**src/rtl/core/rpip_pkg.sv**
```systemverilog
// shared types and character codes for the radix-prefixed integer parser
package rpip_pkg;

  localparam int unsigned CHAR_W  = 8;
  localparam int unsigned VALUE_W = 64;
  localparam int unsigned DIGIT_W = 4;

  localparam logic [CHAR_W-1:0] CH_NUL   = 8'h00;
  localparam logic [CHAR_W-1:0] CH_ZERO  = 8'h30;  // '0'
  localparam logic [CHAR_W-1:0] CH_ONE   = 8'h31;  // '1'
  localparam logic [CHAR_W-1:0] CH_SEVEN = 8'h37;  // '7'
  localparam logic [CHAR_W-1:0] CH_NINE  = 8'h39;  // '9'
  localparam logic [CHAR_W-1:0] CH_UA    = 8'h41;  // 'A'
  localparam logic [CHAR_W-1:0] CH_UF    = 8'h46;  // 'F'
  localparam logic [CHAR_W-1:0] CH_LA    = 8'h61;  // 'a'
  localparam logic [CHAR_W-1:0] CH_LF    = 8'h66;  // 'f'
  localparam logic [CHAR_W-1:0] CH_LB    = 8'h62;  // 'b'
  localparam logic [CHAR_W-1:0] CH_LO    = 8'h6f;  // 'o'
  localparam logic [CHAR_W-1:0] CH_LX    = 8'h78;  // 'x'

  localparam logic [DIGIT_W-1:0] HEX_LETTER_BASE = 4'd10;

  typedef enum logic [2:0] {
    MODE_START  = 3'd0,
    MODE_ZERO   = 3'd1,
    MODE_DEC    = 3'd2,
    MODE_HEX    = 3'd3,
    MODE_OCT    = 3'd4,
    MODE_BIN    = 3'd5,
    MODE_IGNORE = 3'd6,
    MODE_ERR    = 3'd7
  } mode_t;

  // digit classes of one character and its digit value
  typedef struct packed {
    logic                 dec_ok;
    logic                 hex_ok;
    logic                 oct_ok;
    logic                 bin_ok;
    logic [DIGIT_W-1:0]   val;
  } digit_t;

  // result of one string
  typedef struct packed {
    logic [VALUE_W-1:0] value;
    logic               bad;
  } result_t;

endpackage

```
**src/rtl/core/rpip_digit.sv**
```systemverilog
// character classifier: which radixes accept a character and its digit value
module rpip_digit (
  input  logic [rpip_pkg::CHAR_W-1:0] ch,
  output rpip_pkg::digit_t            dig
);
  import rpip_pkg::*;

  logic is_dec;
  logic is_upper;
  logic is_lower;
  logic [CHAR_W-1:0] dec_off;
  logic [CHAR_W-1:0] up_off;
  logic [CHAR_W-1:0] lo_off;

  always_comb begin
    is_dec   = (ch >= CH_ZERO) && (ch <= CH_NINE);
    is_upper = (ch >= CH_UA) && (ch <= CH_UF);
    is_lower = (ch >= CH_LA) && (ch <= CH_LF);
    dec_off  = ch - CH_ZERO;
    up_off   = ch - CH_UA;
    lo_off   = ch - CH_LA;

    dig.dec_ok = is_dec;
    dig.hex_ok = is_dec || is_upper || is_lower;
    dig.oct_ok = (ch >= CH_ZERO) && (ch <= CH_SEVEN);
    dig.bin_ok = (ch == CH_ZERO) || (ch == CH_ONE);

    if (is_upper) begin
      dig.val = HEX_LETTER_BASE + up_off[DIGIT_W-1:0];
    end else if (is_lower) begin
      dig.val = HEX_LETTER_BASE + lo_off[DIGIT_W-1:0];
    end else begin
      dig.val = dec_off[DIGIT_W-1:0];
    end
  end

endmodule

```
**src/rtl/core/rpip_core.sv**
```systemverilog
// parse state machine and 64-bit accumulator, one character per advance
module rpip_core (
  input  logic                        clk,
  input  logic                        rst,
  input  logic                        adv,
  input  logic [rpip_pkg::CHAR_W-1:0] ch,
  output rpip_pkg::result_t           res
);
  import rpip_pkg::*;

  mode_t              mode;
  mode_t              mode_next;
  logic [VALUE_W-1:0] acc;
  logic [VALUE_W-1:0] acc_next;
  digit_t             dig;
  logic [VALUE_W-1:0] dec_acc;
  logic [VALUE_W-1:0] hex_acc;
  logic [VALUE_W-1:0] oct_acc;
  logic [VALUE_W-1:0] bin_acc;

  rpip_digit u_digit (
    .ch  (ch),
    .dig (dig)
  );

  // acc * 10 + d as (acc << 3) + (acc << 1) + d
  assign dec_acc = {acc[VALUE_W-4:0], 3'b000} + {acc[VALUE_W-2:0], 1'b0}
                   + {{(VALUE_W-DIGIT_W){1'b0}}, dig.val};
  assign hex_acc = {acc[VALUE_W-5:0], dig.val};
  assign oct_acc = {acc[VALUE_W-4:0], dig.val[2:0]};
  assign bin_acc = {acc[VALUE_W-2:0], dig.val[0]};

  always_ff @(posedge clk) begin
    if (rst) begin
      mode <= MODE_START;
      acc  <= '0;
    end else if (adv) begin
      mode <= mode_next;
      acc  <= acc_next;
    end
  end

  always_comb begin
    mode_next = mode;
    acc_next  = acc;
    res.value = ((mode == MODE_ERR) || (mode == MODE_IGNORE)) ? '0 : acc;
    res.bad   = (mode == MODE_ERR);

    if (ch == CH_NUL) begin
      mode_next = MODE_START;
      acc_next  = '0;
    end else begin
      unique case (mode) inside
        MODE_START: begin
          if (ch == CH_ZERO) begin
            mode_next = MODE_ZERO;
          end else if (dig.dec_ok) begin
            mode_next = MODE_DEC;
            acc_next  = dec_acc;
          end else begin
            mode_next = MODE_ERR;
          end
        end
        MODE_ZERO: begin
          if (ch == CH_LX) begin
            mode_next = MODE_HEX;
          end else if (ch == CH_LO) begin
            mode_next = MODE_OCT;
          end else if (dig.dec_ok) begin
            // digit after the leading zero is the first octal digit
            if (dig.oct_ok) begin
              mode_next = MODE_OCT;
              acc_next  = oct_acc;
            end else begin
              mode_next = MODE_ERR;
            end
          end else if (ch == CH_LB) begin
            mode_next = MODE_BIN;
          end else begin
            mode_next = MODE_IGNORE;
            acc_next  = '0;
          end
        end
        MODE_DEC: begin
          if (dig.dec_ok) acc_next = dec_acc;
          else            mode_next = MODE_ERR;
        end
        MODE_HEX: begin
          if (dig.hex_ok) acc_next = hex_acc;
          else            mode_next = MODE_ERR;
        end
        MODE_OCT: begin
          if (dig.oct_ok) acc_next = oct_acc;
          else            mode_next = MODE_ERR;
        end
        MODE_BIN: begin
          if (dig.bin_ok) acc_next = bin_acc;
          else            mode_next = MODE_ERR;
        end
        MODE_IGNORE, MODE_ERR: begin
          mode_next = mode;
        end
        default: begin
          mode_next = MODE_ERR;
        end
      endcase
    end
  end

endmodule

```
**src/rtl/core/radix_prefixed_integer_parser.sv**
```systemverilog
// top level: character input register, parse core and result register
//
// Radix-prefixed integer parser. One ASCII character is taken per request
// on the chr channel; a NUL character ends the string and produces exactly
// one request on the result channel carrying the 64-bit value (modulo
// 2^64) and a bad flag. A leading '0' selects the radix from the next
// character: 'x' hex, 'o' octal, 'b' binary, a digit 0-7 octal with that
// digit counted, 8 or 9 a bad result; any other character there gives
// value 0 and the rest of the string is skipped. Without a leading '0' the
// string is decimal. A character that is not a digit of the radix makes
// the result bad with value 0. Throughput is one character per clock: the
// state update is a single shift-and-add on the 64-bit accumulator between
// the character register and the state register; only a NUL waits in the
// character register, and only while an earlier result is still held by
// result_stall. A NUL passes the character and result registers in turn.
module radix_prefixed_integer_parser (
  input  logic                         clk,
  input  logic                         rst,
  input  logic                         chr_valid,
  output logic                         chr_stall,
  input  logic [rpip_pkg::CHAR_W-1:0]  ch,
  output logic                         result_valid,
  input  logic                         result_stall,
  output logic [rpip_pkg::VALUE_W-1:0] value,
  output logic                         bad
);
  import rpip_pkg::*;

  // character register
  logic              ch_reg_valid;
  logic [CHAR_W-1:0] ch_reg;
  // advance the parse core with the held character
  logic              adv;
  logic              is_nul;
  logic              res_free;
  result_t           res;

  assign is_nul   = (ch_reg == CH_NUL);
  // result slot can take a new result this cycle
  assign res_free = !result_valid || !result_stall;
  // only a terminating NUL needs room at the output
  assign adv       = ch_reg_valid && (!is_nul || res_free);
  assign chr_stall = ch_reg_valid && !adv;

  always_ff @(posedge clk) begin
    if (rst) begin
      ch_reg_valid <= 1'b0;
    end else if (!chr_stall) begin
      ch_reg_valid <= chr_valid;
    end
  end

  // payload held while stalled
  always_ff @(posedge clk) begin
    if (!chr_stall && chr_valid) begin
      ch_reg <= ch;
    end
  end

  rpip_core u_core (
    .clk (clk),
    .rst (rst),
    .adv (adv),
    .ch  (ch_reg),
    .res (res)
  );

  // result register
  always_ff @(posedge clk) begin
    if (rst) begin
      result_valid <= 1'b0;
    end else if (adv && is_nul) begin
      result_valid <= 1'b1;
    end else if (!result_stall) begin
      result_valid <= 1'b0;
    end
  end

  always_ff @(posedge clk) begin
    if (adv && is_nul) begin
      value <= res.value;
      bad   <= res.bad;
    end
  end

`ifndef SYNTHESIS
  // a bad result always reports zero
  assert property (@(posedge clk) disable iff (rst)
    result_valid |-> (!bad || (value == '0)))
    else $error("bad result with nonzero value");

  // a held character is neither lost nor changed
  assert property (@(posedge clk) disable iff (rst)
    (ch_reg_valid && !adv) |=> (ch_reg_valid && $stable(ch_reg)))
    else $error("held character dropped or changed");

  // a NUL never overwrites a result that is still stalled
  assert property (@(posedge clk) disable iff (rst)
    (result_valid && result_stall) |-> !(adv && is_nul))
    else $error("stalled result overwritten");

  // a non-NUL character never produces a new result
  assert property (@(posedge clk) disable iff (rst)
    (adv && !is_nul && !result_valid) |=> !result_valid)
    else $error("result produced without terminator");
`endif

endmodule
```
**config.mk**
```make
export PLATFORM = sky130hd
export DESIGN_NAME = radix_prefixed_integer_parser
export DESIGN_NICKNAME = d
export VERILOG_FILES = /design/src/rtl/core/rpip_pkg.sv /design/src/rtl/core/rpip_digit.sv /design/src/rtl/core/rpip_core.sv /design/src/rtl/core/radix_prefixed_integer_parser.sv
export SDC_FILE = /design/constraint.sdc
export NUM_CORES = 1
export LEC_CHECK = 0
export ABC_CLOCK_PERIOD_IN_PS = 12800
export BUFFER_PORTS_ARGS = -buffer_cell sky130_fd_sc_hd__buf_2
export CORE_MARGIN = 4
export CORE_UTILIZATION = 40
export DETAILED_ROUTE_END_ITERATION = 10
export HOLD_SLACK_MARGIN = 0.05
export PLACE_DENSITY_LB_ADDON = 0.05
export SLEW_MARGIN = 20
export SYNTH_ARGS = -nofsm -noshare
export SYNTH_HDL_FRONTEND = slang
export SYNTH_HIERARCHICAL = 1
export SYNTH_SLANG_ARGS = --single-unit
```
**constraint.sdc**
```tcl
create_clock -name clk -period 12.8 [get_ports clk]
set_clock_uncertainty 0.15 [all_clocks]
set_input_delay 0.64 -clock clk [delete_from_list [all_inputs] [get_ports clk]]
set_output_delay 0.64 -clock clk [all_outputs]
set_load 0.02 [all_outputs]
```
## Word level (Yosys, flattened, before mapping)

Index checks and enable logic that the tools add are counted.

- Input port bits: 12
- Register bits after elaboration: 142

- Muxes and demuxes: 28
- Magnitude comparators: 7
- Eq/ne operators: 24
- $add $sub $neg: 7
- Reductions and logical operators: 25

Operators by type and width:

| cell | number |
|---|---|
| 64-bit 2-to-1 mux | 10 |
| 64-bit case mux with 6 select lines | 1 |
| 64-bit by 4-bit adder with 64-bit output | 1 |
| 64-bit adder | 1 |
| 3-bit 2-to-1 mux | 10 |
| 8-bit by 7-bit == test with 1-bit output, second input constant | 3 |
| 3-bit != test, second input constant | 7 |
| 3-bit case mux with 7 select lines | 1 |
| 8-bit by 6-bit == test with 1-bit output, second input constant | 2 |
| 8-bit by 7-bit greater-or-equal comparator with 1-bit output, second input constant | 2 |
| 8-bit by 6-bit <= comparator with 1-bit output, second input constant | 2 |
| 8-bit by 7-bit <= comparator with 1-bit output, second input constant | 2 |
| 3-bit == test, second input constant | 4 |
| 4-bit by 1-bit subtractor with 4-bit output, second input constant | 3 |
| 4-bit adder, first input constant | 2 |
| 8-bit by 6-bit greater-or-equal comparator with 1-bit output, second input constant | 1 |
| 1-bit logical AND | 8 |
| 8-bit zero test | 1 |
| 4-bit 2-to-1 mux | 2 |
| 8-bit AND reduction | 1 |
| 7-bit nonzero test | 1 |
| 3-bit by 2-bit == test with 1-bit output, second input constant | 2 |
| 1-bit logical OR | 6 |
| 3-bit by 2-bit != test with 1-bit output, second input constant | 2 |
| 10 further kinds | 16 |

## Depth between registers and ports, before layout

Gate-level depths: netlist of run 1.

- Word-level depth: 10
- Mapped depth: 18

## Hierarchy

The synthesis of run 1 kept the hierarchy.

Modules (own cells, without submodules):

| module | instances | seq. area each (µm²) | area an instance (µm²) | cells each |
|---|---|---|---|---|
| rpip_core | 1 | 1,341.3 | 10,490.1 | 1,401 |
| radix_prefixed_integer_parser | 1 | 2,232.1 | 2,346.0 | 90 |
| rpip_digit | 1 | 0.0 | 235.2 | 30 |

## Worst setup path after synthesis of run 1

Ideal clock, no wire load.

- Path kind: register to register
- Start point: register ch_reg[0]
- End point: register bad (enable)
- Required time: 12.126 ns
- Period minus slack after synthesis: 5.426 ns
- Path buffers: 1
- Arrival: 4.752 ns
- Stages on the path, launching flop included: 4
- Setup slack: 7.374 ns
- Setup time: 0.524 ns
- Cell sequence: edfxtp_1 > or4_1 > buf_2 > nor4b_2

- Word-level cells in the longest chain between the ends: 5

RTL lines:

| element | RTL line | source |
|---|---|---|
| start: declaration | radix_prefixed_integer_parser.sv:31 | `logic [CHAR_W-1:0] ch_reg;` |
| start signal: assignment | radix_prefixed_integer_parser.sv:56 | `ch_reg <= ch;` |
| 8-bit zero test * | radix_prefixed_integer_parser.sv:38 | `assign is_nul = (ch_reg == CH_NUL);` |
| 1-bit zero test | radix_prefixed_integer_parser.sv:42 | `assign adv = ch_reg_valid && (!is_nul \|\| res_free);` |
| 1-bit logical OR | radix_prefixed_integer_parser.sv:42 |  |
| 1-bit logical AND | radix_prefixed_integer_parser.sv:42 |  |
| 1-bit logical AND * | radix_prefixed_integer_parser.sv:80 | `if (adv && is_nul) begin` |
| end signal: assignment | radix_prefixed_integer_parser.sv:82 | `bad <= res.bad;` |
| end: declaration | radix_prefixed_integer_parser.sv:25 | `output logic bad` |

Every way passes the cells marked *; elsewhere a longest branch is shown, timed or not.
A chain may end at the register's enable or synchronous reset.

==> results.yml, run 1 <==
timing:
  finalCriticalPeriod_ps: 5616
  period_share_pct: 43.87
  maxSlewViolCount: 0
  max_freq_mhz: 178.1
  rsz0062_at_grt: "no"
  setup_ws_ps: 7184
  setup_tns_ps: 0
  tightest_slew_ps: 959.3
  hold_viol_final: 0
  slew_headroom_pct: 36.04
  setup_violations: 0
placed_design:
  place_inst: 1935
  port_buffers: 78
  dp_hpwl_um: 28240
  pre_cts_ws_ps: 7270
  gp_congestion: 0.8878
finish:
  final_cell_mix: "127 x nand2_1, 126 x ha_1, 124 x a21oi_1"
  final_common_cell: "nand2_1"
  fillers: 3240
  final_cells: 1967
  post-route-util_pct: 44.95
  layout-drive-gt1-share_pct: 11.10
  n_antenna_cell: 0
  nets: 1659
  area_delta_synth_final_pct: 9.620
clock_tree:
  cts_tree: "done"
  clock_path_buffers: 2
  cts_buffers: 17
  cts_setup_buffers: 0
  clkSlewWorstSetupHoldPaths_ps: 60
  hold_buffers: 0
  root_buffer: "clkbuf_16"
  htreeDepth: 4
  post_cts_resized: 0
  numClockSinks: 142
  clock_latency_ps: 450
setup_path:
  slowest_stage: "or4b_4"
  arrival_ps: 5830
  crit_type: "flip-flop to flip-flop"
  worst-path-max-fanout: 12
  critPathBufInv: 2
  worstPathCellList: "or4b_4, a311oi_2, a21o_2, inv_1, fa_1, inv_1, fa_1, a21o_1, a221oi_2, o21a_1, o221ai_2, a31oi_2, a21boi_0, o21ai_0, a211oi_1, a211oi_1"
  end_kind: "flip-flop"
  cp_top_family: "compound AO/OA/AOI/OAI gates"
  max_stage_delay_ps: 600
  cp-start-kind: "flip-flop"
  worstPathRequired_ps: 13010
routing:
  via_per_inst: 6.176
  routed_wl_um: 41110
  wl_per_cell_um: 20.90
  vias: 12150
  drt_iter0_drc: 1018
  route.detailed.drc: 0
  ant_nets: 0
  firstDrtPassIters: 5
global_routing:
  first_global_vias: 11890
  grt_pass1_wl_um: 67030
  antenna_found_initial: 0
  grt_overflow: 0
  grt.total_usage_pct: 22.96
  grt_max_degree: 79
synth:
  ys.flop_type: "edfxtp_1"
  synth_cells: 1521
  synth_edf_count: 73
  syn_area_per_cell_sq_um: 8.594
  synth_warnings: 6
  synthArstFlopShare_pct: 0
  synth_nets: 1661
  seq_area_frac_synth_pct: 27.34
  synth_area_sq_um: 13070
  ys_ff_latch: 142
  synth.distinct_cells: 95
die:
  dieArea_sq_um: 35630
  die_w_um: 188.8
  initial_core_util_pct: 41.00
  fp.dieH_um: 188.8
  io_pins: 79
  coreArea_sq_um: 31880
  core.rowCount: 65
power_and_ir_drop:
  leakagePower_nw: 6.092
  vdd_ir_drop_max_mv: 0.09900
  p_total_mw: 1.258
  p_per_area_nw_per_um2: 87.79
flow_run:
  max_cap_violations: 0
run_status:
  status: "complete, no violations"
hold_path:
  hold_path.class: "input port to flip-flop"
## per-layer routing
| metal | vias up | GRT usage [%] | part of all wire (%) |
|---|---|---|---|
| li1 | 5870 | - | - |
| met1 | 5946 | 31.72 | 48 |
| met2 | 288 | 37.10 | 46 |
| met3 | 44 | 3.668 | 3.7 |
| met4 | 0 | 6.923 | 1.8 |
| met5 | - | 0 | 0 |
## worst reg2reg max path: cells and delay by family, from the launching register on
kind | cells | cell delay (ps)
buf+inv | 2 | 120
flops | 1 | 560
compound gates | 11 | 3180
simple gates | 1 | 600
fa+ha+maj | 2 | 940
## worst paths after layout
check                       from  slack (ps)             end  cells past startpoint
setup / recovery       ch_reg[3]        7180  u_core/acc[50]                     16
hold reg to reg   u_core/acc[63]         330  u_core/acc[63]                      2
hold / removal             ch[0]         230       ch_reg[0]                      1
setup reg to reg       ch_reg[3]        7180  u_core/acc[50]                     16
## cell families (layout without fill, tap and decap cells)
family | after synthesis | count (layout) | synth area share (%)
AO/OA/AOI/OAI | 597 | 597 | 31.96
AND/OR/NAND/NOR | 399 | 399 | 15.74
buffers and inverters | 148 | 159 | 4.671
flip-flops | 142 | 142 | 27.34
adder cells (fa/ha/maj) | 128 | 128 | 12.37
multiplexers | 68 | 68 | 5.313
XOR/XNOR | 39 | 39 | 2.613
## final cells by class
type / instances / area, sq um / area share, %
clock buffers: 20 / 479.2 / 3.344
clock inverters: 12 / 157.7 / 1.100
inverters: 33 / 123.9 / 0.8645
multi-input cells: 1231 / 8934 / 62.35
flip-flops and latches: 142 / 3580 / 24.98
well taps: 435 / 544.3 / 3.798
repair buffers: 94 / 510.5 / 3.563
## cells in the mapped netlist, drive strengths merged, types with 13 or more instances
master | count | area share (%)
xor2 | 17 | 1.1
ha | 126 | 12
nand2 | 128 | 3.7
a32o | 14 | 1.1
nand3 | 23 | 0.88
nand2b | 13 | 0.62
o211ai | 17 | 1.0
o21bai | 22 | 1.3
or3 | 13 | 0.66
inv | 33 | 0.95
nor3 | 24 | 1.0
o2111ai | 14 | 0.94
a31oi | 16 | 0.81
nand4 | 24 | 1.1
and2 | 71 | 3.4
a221oi | 59 | 4.0
edfxtp | 73 | 17
xnor2 | 22 | 1.5
buf | 32 | 1.3
a21o | 103 | 5.9
clkbuf | 83 | 2.4
nor2 | 57 | 1.7
a21oi | 125 | 4.8
mux2i | 60 | 4.6
o21ai | 114 | 4.5
dfxtp | 69 | 11
a211oi | 19 | 1.1
## report_power, final
part | switching, mW | leakage (nW) | total (mW) | internal [mW]
combinational | 0.128 | 4.57 | 0.197 | 0.0693
clock | 0.222 | 0.304 | 0.552 | 0.331
sequential | 0.0249 | 1.21 | 0.509 | 0.484
total | 0.374 | 6.09 | 1.26 | 0.884
## per-stage QoR
stage | area [sq um] | hold WS [ps]
final | 14330 | 225.1
after global routing | 14330 | 206.9
after CTS | 14320 | 196.8
after detailed placement | 13690 | 322.6
after global placement | 13690 | 305.8
after floorplan | 13070 | 287.9
Note: power is estimated with default switching activity, not from simulation.
==> inputs of run 2 (changes only) <==
--- a/config.mk
+++ b/config.mk
@@ -5,7 +5,7 @@
 export SDC_FILE = /design/constraint.sdc
 export NUM_CORES = 1
 export LEC_CHECK = 0
-export ABC_CLOCK_PERIOD_IN_PS = 12800
+export ABC_CLOCK_PERIOD_IN_PS = 5100
 export BUFFER_PORTS_ARGS = -buffer_cell sky130_fd_sc_hd__buf_2
 export CORE_MARGIN = 4
 export CORE_UTILIZATION = 40
==> constraint.sdc (replaced) <==
create_clock -name clk -period 5.1 [get_ports clk]
set_clock_uncertainty 0.15 [all_clocks]
set_input_delay 0.255 -clock clk [delete_from_list [all_inputs] [get_ports clk]]
set_output_delay 0.255 -clock clk [all_outputs]
set_load 0.02 [all_outputs]
==> results.yml, run 2 (same netlist as run 1, synthesis figures left out) <==
clock_tree:
  root_buffer: "clkbuf_16"
  cts_buffers: 17
  cts_tree: "done"
  clkSlewWorstSetupHoldPaths_ps: 60
  clock_path_buffers: 2
  htreeDepth: 4
  clock_latency_ps: 440
  numClockSinks: 142
die:
  initial_core_util_pct: 41.00
  fp.dieH_um: 188.8
  die_w_um: 188.8
  dieArea_sq_um: 35630
  io_pins: 79
  core.rowCount: 65
  coreArea_sq_um: 31880
timing:
  slew_headroom_pct: 28.08
  tightest_slew_ps: 1079
  maxSlewViolCount: 0
  max_freq_mhz: 205.0
  hold_viol_final: 0
  finalCriticalPeriod_ps: 4877
  setup_violations: 0
  period_share_pct: 95.63
  setup_ws_ps: 222.8
power_and_ir_drop:
  leakagePower_nw: 6.255
  p_per_area_nw_per_um2: 202.9
  vdd_ir_drop_max_mv: 0.2633
placed_design:
  pre_cts_ws_ps: -18.47
  port_buffers: 78
  gp_congestion: 0.8985
  dp_hpwl_um: 29520
  placed_cell_area_sq_um: 13860
finish:
  fillers: 3225
  design_area_sq_um: 14680
  nets: 1700
  final_common_cell: "nand2_1"
  final_cell_mix: "127 x nand2_1, 126 x ha_1, 124 x a21oi_1"
  multi_input_area_sq_um: 9044
  layout-drive-gt1-share_pct: 13.60
  seq_area_sq_um: 3580
  post-route-util_pct: 46.04
  area_delta_synth_final_pct: 12.29
  n_antenna_cell: 0
hold_path:
  whs_path_depth: 3
  hp-start: "rst"
  worstHoldEndpoint: "u_core/mode[0]"
  hold_path.class: "input port to flip-flop"
global_routing:
  grt.total_usage_pct: 23.10
  grt_overflow: 0
  first_global_vias: 12010
  antenna_found_initial: 0
  grt_max_degree: 84
  grt_pass1_wl_um: 67460
run_status:
  status: "complete, no violations"
routing:
  via_per_inst: 6.101
  routed_wl_um: 41790
  wl_per_cell_um: 20.81
  vias: 12250
  ant_nets: 0
  route.detailed.drc: 0
  drt_iter0_drc: 922
  firstDrtPassIters: 5
setup_path:
  r2r-end: "u_core/acc[60]"
  arrival_ps: 5060
  r2r_slack_ps: 220
  reg2reg_from: "ch_reg[4]"
  r2r_cells: 17
  worstPathRequired_ps: 5280
  crit_type: "flip-flop to flip-flop"
  cp-start-kind: "flip-flop"
  worst-path-max-fanout: 3
  end_kind: "flip-flop"
flow_run:
  max_cap_violations: 0
run 2: cell types whose count changed in the layout (fill, tap and decap cells not counted), sizes merged:
cell | previous run | this run
bufinv | 3 | 0
clkinv | 6 | 7
dlygate4sd3 | 0 | 11
clkinvlp | 2 | 4
buf | 94 | 124
inv | 34 | 33
clkbuf | 20 | 21
run 2: area by class of cell:
class | instances | share of cell area [%]
clock buffers | 21 | 3.214
clock inverters | 11 | 0.4688
inverters | 33 | 0.8439
multi-input cells | 1231 | 61.61
flip-flops and latches | 142 | 24.39
well taps | 435 | 3.708
repair buffers | 135 | 5.763
run 2: report_power, final:
part	leakage [nW]	total (mW)	switching, mW	internal (mW)
registers	1.21	1.28	0.0607	1.21
logic	4.78	0.526	0.333	0.193
clock network	0.260	1.18	0.520	0.657
run 2: through the flow:
step / setup TNS [ps] / std cells / hold slack, ps / power (mW)
finish: 0 / 2008 / 225.4 / 2.978
global placement: 0 / 1958 / 286.2 / 1.806
global route: -4.619 / 2008 / 226.5 / 3.126
detailed placement: -18.47 / 1958 / 285.1 / 1.809
floorplan: 0 / 1521 / 202.5 / 1.645
CTS: 0 / 2003 / 210.6 / 3.012
run 2: worst max path at each step:
stage	start	endpoint	cells past startpoint	slack [ps]
global route	ch_reg[4]	u_core/acc[60]	17	-5
global placement	ch_reg[4]	u_core/acc[56]	17	40
floorplan	ch_reg[3]	u_core/acc[60]	16	330
CTS	ch_reg[4]	u_core/acc[50]	17	3
finish	ch_reg[4]	u_core/acc[60]	17	220
detailed placement	ch_reg[4]	u_core/acc[56]	17	-20
run 2: layer usage:
metal  wire (um)  vias up  global-route usage [%]  share of wire [%]
met5           0        -                       0                  0
met4         471        0                   5.577                1.1
met3        1927       30                   3.483                4.6
met2       18850      310                   36.24                 45
met1       20530     5952                   33.51                 49
li1            -     5958                       -                  -
run 2: what timing repair did:
action / in CTS / in global routing
setup buffers: 2 / 5
hold endpoints to repair: 10 / 0
hold buffers: 11 / 0
setup endpoints to repair: 1 / 28
pin swaps: 1 / 10
gates resized for setup: 0 / 23
run 2: worst max-delay path, cell delays in order (launching register included):
cell	delay [ps]
edfxtp_1	400
or4b_4	580
a311oi_2	260
buf_4	180
mux2_4	310
ha_1	190
ha_1	220
fa_2	370
a21o_1	210
a221oi_4	300
nor4_2	100
o21ai_2	300
buf_4	170
a41oi_2	130
a21o_1	250
a2111oi_2	310
nor3_1	100
a221o_1	260
